`config.mk`:
```
export PLATFORM = sky130hd
export DESIGN_NAME = bbse_lerp
export DESIGN_NICKNAME = d
export VERILOG_FILES = /design/src/hw/rtl/bbse_pkg.sv /design/src/hw/rtl/bbse_lerp.sv
export SDC_FILE = /design/constraint.sdc
export NUM_CORES = 2
export LEC_CHECK = 0
export BUFFER_PORTS_ARGS = -buffer_cell sky130_fd_sc_hd__buf_2
export CAP_MARGIN = 20
export CELL_PAD_IN_SITES_DETAIL_PLACEMENT = 0
export CELL_PAD_IN_SITES_GLOBAL_PLACEMENT = 1
export CORE_ASPECT_RATIO = 0.75
export CORE_UTILIZATION = 35
export CTS_CLUSTER_SIZE = 8
export DETAILED_ROUTE_END_ITERATION = 8
export HOLD_SLACK_MARGIN = 0.02
export PLACE_DENSITY = 0.69
export SLEW_MARGIN = 10
export SYNTH_ARGS = -nofsm -noshare
export SYNTH_HDL_FRONTEND = slang
export SYNTH_SLANG_ARGS = --single-unit
```
`constraint.sdc`:
```
create_clock -name clk_i -period 3.4 [get_ports clk_i]
set_input_delay 0.51 -clock clk_i [delete_from_list [all_inputs] [get_ports clk_i]]
set_output_delay 0.51 -clock clk_i [all_outputs]
set_load 0.02 [all_outputs]
```
`src/hw/rtl/bbse_pkg.sv`:
```
// package for the bicubic bezier surface evaluator
// types, constants and the lerp control struct used by the evaluator and lerp unit
`timescale 1ns / 1ps

package bbse_pkg;

  localparam int unsigned MaxPatchesU     = 8;
  localparam int unsigned MaxPatchesV     = 8;
  localparam int unsigned PointStoreDepth = 1024;
  localparam int unsigned OneQ16          = 65536;

  localparam logic [1:0] CfgPatchesU  = 2'd0;
  localparam logic [1:0] CfgPatchesV  = 2'd1;
  localparam logic [1:0] CfgCylinder  = 2'd2;

  localparam logic CmdWrite  = 1'b0;
  localparam logic CmdSample = 1'b1;

  typedef struct packed {
    logic        command;
    logic [9:0]  point_index;
    logic [31:0] point_x;
    logic [31:0] point_y;
    logic [31:0] point_z;
    logic [16:0] sample_u;
    logic [16:0] sample_v;
  } req_t;

  typedef struct packed {
    logic [31:0] surface_x;
    logic [31:0] surface_y;
    logic [31:0] surface_z;
  } res_t;

  typedef enum logic [2:0] {
    StIdle,
    StSplit,
    StFetch,
    StLerp,
    StDone
  } state_e;

  // lerp unit control
  typedef struct packed {
    logic        go;
    logic [16:0] t;
  } lerp_ctl_t;

endpackage

```
`src/hw/rtl/bbse_lerp.sv`:
```
// shared lerp unit, two stage: product then rounding and floor shift
// depends on bbse_pkg
`timescale 1ns / 1ps

module bbse_lerp (
  input  logic                 clk_i,
  input  logic                 rst_ni,
  input  bbse_pkg::lerp_ctl_t  ctl_i,
  input  logic signed [31:0]   a_i,
  input  logic signed [31:0]   b_i,
  output logic signed [31:0]   y_o,
  output logic                 valid_o
);

  logic signed [49:0] pa_q, pb_q;
  logic               v1_q, v2_q;
  logic signed [31:0] y_q;
  logic signed [50:0] sum;
  logic signed [49:0] a_x, b_x, t_x, omt_x;

  assign a_x   = 50'(a_i);
  assign b_x   = 50'(b_i);
  assign t_x   = 50'({1'b0, ctl_i.t});
  assign omt_x = 50'(18'(bbse_pkg::OneQ16) - {1'b0, ctl_i.t});

  assign sum = 51'(pa_q) + 51'(pb_q) + 51'sd32768;

  always_ff @(posedge clk_i or negedge rst_ni) begin
    if (!rst_ni) begin
      v1_q <= 1'b0;
      v2_q <= 1'b0;
    end else begin
      v1_q <= ctl_i.go;
      v2_q <= v1_q;
    end
  end

  always_ff @(posedge clk_i) begin
    pa_q <= a_x * omt_x;
    pb_q <= b_x * t_x;
    y_q  <= sum[47:16];
  end

  assign y_o     = y_q;
  assign valid_o = v2_q;

endmodule

```
# Word level (Yosys, flattened, before mapping)
# Index checks and enable logic that the tools add are counted.
dict set report classes {
  add_sub_neg 3
  multipliers 2
}
# operator count
set ops {}
lappend ops {{$mul A32 B18 Y48} 2}
lappend ops {{$add A48 B17 Y48 const B} 1}
lappend ops {{$add A48 B48 Y48} 1}
lappend ops {{$sub A17 B17 Y18 const A} 1}
dict set report word_totals {
  register_bits 130
  in_bits 84
  output_inout_bits 33
  elab_cells 10
}

# Longest topological paths before layout
dict set report depth {
  word_depth 2
  depth_mapped 34
}

# Least setup slack after synthesis
# Ideal clock, no wire load.
dict set report synth_path {
  kind {input-to-reg}
  startpoint {in ctl_i[7] (netlist bit)}
  endpoint {reg pa_q[46]}
  setup_time_ns 0.121
  t_arrival_ns 7.318
  required_ns 3.279
  slack_ns -4.039
  path_stages 27
  path_cell_list {buf_2 -> or4_1 -> or2_4 -> nor4_1 -> xnor2_1 -> clkbuf_1 -> nand2_1 -> fa_1 -> inv_1 -> fa_1 -> fa_1 -> fa_1 -> fa_1 -> inv_1 -> fa_1 -> inv_1 -> ha_1 -> clkbuf_1 -> a21o_1 -> a2111oi_0 -> o211ai_2 -> a311o_1 -> o211ai_2 -> o21ai_2 -> o21ai_2 -> o21ai_2 -> xor2_1}
}
dict set report synth_via {
  elab_chain_cells 2
}
# element line_no
set synth_rtl {}
lappend synth_rtl {{from (decl)} bbse_lerp.sv:8} ;# input bbse_pkg::lerp_ctl_t ctl_i,
lappend synth_rtl {{$sub A17 B17 Y18} bbse_lerp.sv:24} ;# assign omt_x = 50'(18'(bbse_pkg::OneQ16) - {1'b0, ctl_i.t});
lappend synth_rtl {{$mul A32 B18 Y48} bbse_lerp.sv:39} ;# pa_q <= a_x * omt_x;
lappend synth_rtl {{to (signal assigned)} bbse_lerp.sv:39}
lappend synth_rtl {{to (decl)} bbse_lerp.sv:15} ;# logic signed [49:0] pa_q, pb_q;
# Every way passes these cells.

# Worst setup path in the final report
dict set report layout_path {
  startpoint {in ctl_i[8] (netlist bit)}
  endpoint {reg pa_q[46]}
}
# Same word-level chain as after synthesis.

==> results.tsv <==
metric	value	unit
outcome	complete, but fails checks	
violations	setup timing	
worstSetupStartpoint	ctl_i[8]	
crit_required	3.76	ns
slowest_stage	fa_1	
antenna_left	0	
fin_crit	7.14	ns
r2r_slack	0.10	ns
max_stage_delay	0.57	ns
antenna_found_initial	11	
r2r-start	pa_q[9]	
drive_gt1_share	22.8	%
criticalPathCategory	in -> reg	
hold_class	in -> reg	
max-clock-path-buffers	3	
cts_tree	built	
setup_violations	85	
async_flop_share	1.54	%
clockRootBuffer	clkbuf_16	
path_buf_inv	6	
wl_per_cell	17.2	um
critical_path_arrival	7.51	ns
track_usage	19.8	%
drt_wl_total	119000	um
pre_cts_ws	-4.37	ns
dp_hpwl	102000	um
grt_pass1_wl	190000	um
rsz0062_at_grt	yes	
crit_cells	27	
critPathMostFrequentCell	fa_1	
nNetsFinal	6769	
nFillCells	11800	
ios	117	
max_freq	0.140	GHz
rr_worst_depth	13	
num_rows	110	
worstSetupEndpoint	pa_q[46]	
finalHoldWorstSlack	0.127	ns
crit_family	adder cells	
cp-end-kind	flip-flop	
final.setup.worst_slack	-3.74	ns
syn-instance-count	4705	
synth_ff_type	dfxtp_1	
drc	0	
min_period_over_period	210	%
clkTransAtPathRegs	0.06	ns
worstMarginPinSlew	0.736	ns
htreeDepth	4	
gp_congestion	0.883	
dr.pass1.iters	5	
grt_max_degree	50	
grt_pass1_vias	34400	
insertion_delay	0.49	ns
via_count	32100	
clock-sinks	130	
finalHoldViolCount	0	
area_growth	26.0	%
avgSynthCellArea	9.08	um^2
syn_nets	6160	
die-area	123000	um^2
skew	0.0178	ns
slew_viol_final	0	
path_max_fanout	7	
cts_buffers	25	
core-area	121000	um^2
grt_overflow	0	
yosysWarnings	0	
synth_edf_count	0	
max_slew_margin	50.8	%
drt_iter0_drc	1571	
via_per_inst	4.62	
synth_cell_type_count	75	
ys_seq_area_share	6.12	%
synth_seq_cells	130	
place.port_buffers	116	
die_w	405	um
synth_area	42700	um^2
die_h	305	um
cap_violations	0	
cp-start-kind	primary input	
initial_core_util	35.4	%
r2r-end	y_o[29]	
==> layout make-up <==
type	instances	area, um^2	share of cell area [%]
repair buffers	796	7000	13.0
clock inverters	2	10.0	0.0186
diodes	4	10.0	0.0186
flip-flops and latches	130	2610	4.85
well taps	1624	2030	3.77
multi-input cells	3207	37200	69.0
inverters	1154	4340	8.06
clock buffers	31	668	1.24
==> worst min-delay path by stage <==
| stage | start | slack (ns) | end | cells after the start |
|---|---|---|---|---|
| finish | ctl_i[17] | 0.13 | v1_q | 1 |
| global route | ctl_i[17] | 0.11 | v1_q | 1 |
| CTS | ctl_i[17] | 0.11 | v1_q | 1 |
| detailed placement | rst_ni | 0.30 | valid_o | 1 |
| global placement | rst_ni | 0.29 | valid_o | 1 |
| floorplan | rst_ni | 0.21 | v1_q | 0 |
==> registers in the layout, indices dropped and copies added (netlist names) <==
signal / flops
pa_q: 48
valid_o: 1
y_o: 32
v1_q: 1
pb_q: 48
==> kinds of logic (layout without fill, tap and decap cells) <==
group / after synthesis / count (layout) / share of synthesized area [%]
xor gates and xnor gates: 157 / 157 / 3.22
AOI/OAI and AO/OA: 322 / 322 / 5.21
DFF: 130 / 130 / 6.12
adders and majority gates: 1371 / 1371 / 58.6
buffers and inverters: 1368 / 1983 / 12.1
other: 0 / 4 / 0
and+or+nand+nor: 1357 / 1357 / 14.8
==> synthesized netlist by cell type, types with 12 or more instances <==
library cell / n / area share, %
buf_1: 20 / 0.18
o21a_1: 21 / 0.37
and2_1: 372 / 5.4
nand3_1: 23 / 0.27
xor2_1: 39 / 0.80
fa_1: 1048 / 49
a21o_1: 57 / 1.0
nand2b_1: 14 / 0.21
nor2b_1: 12 / 0.18
o21bai_1: 13 / 0.23
xnor2_1: 118 / 2.4
a21oi_1: 101 / 1.2
dfxtp_1: 128 / 6.0
ha_1: 323 / 9.5
nor2_1: 80 / 0.70
o21ai_0: 39 / 0.46
nand2_1: 780 / 6.9
nor3_1: 18 / 0.21
clkbuf_1: 188 / 1.7
inv_1: 1154 / 10
==> cells in the final DEF, fill, tap and decap left out, types with 10 or more instances in the layout <==
master and instances:
inv_1 1108, fa_1 1022, nand2_1 738, buf_4 532
and2_1 354, ha_1 281, dfxtp_1 128, buf_2 100
xnor2_1 89, buf_6 88, a21oi_1 60, nor2_1 59
a21o_1 55, buf_12 49, inv_2 44, a21oi_2 37
ha_4 37, xor2_1 31, nand2_2 29, clkbuf_16 29
fa_2 26, xnor2_2 22, o21a_1 21, o21ai_0 19
and2_4 18, nand3_1 14, buf_8 14, nand2_4 13
nand2b_1 12, o21ai_2 12, nor2_4 11, nor3_1 11
o211ai_1 11, o21ai_1 11, nor2_2 10, o21bai_1 10
==> stage by stage <==
step                TNS (ns)  instance area (um^2)  util [%]  std cells
floorplan            -204.69                 43800         -       4705
global placement     -276.27                 50000      41.5       6832
detailed placement   -278.89                 50000      41.5       6832
CTS                  -213.71                 51900      43.0       6893
global route         -234.62                 53800      44.6       6944
finish               -219.03                 53800      44.6       6948
==> per-layer routing <==
metal	GRT usage (%)	vias to the layer above	part of all wire, %
met5	0	-	0.067
met2	30.6	604	45
li1	-	14900	-
met1	29.2	16500	48
met4	2.79	14	1.3
met3	3.75	99	5.3
==> what timing repair did <==
action	in CTS	in global routing
buffers inserted	25	64
hold buffers	1	0
gates cloned	4	4
setup endpoints to repair	91	97
pin swaps	67	200
gates resized for setup	182	347
hold endpoints to repair	2	0
Power is left out: the tool's default activity adds up to more than one toggle a clock period on the data nets, which glitch-free logic cannot reach.
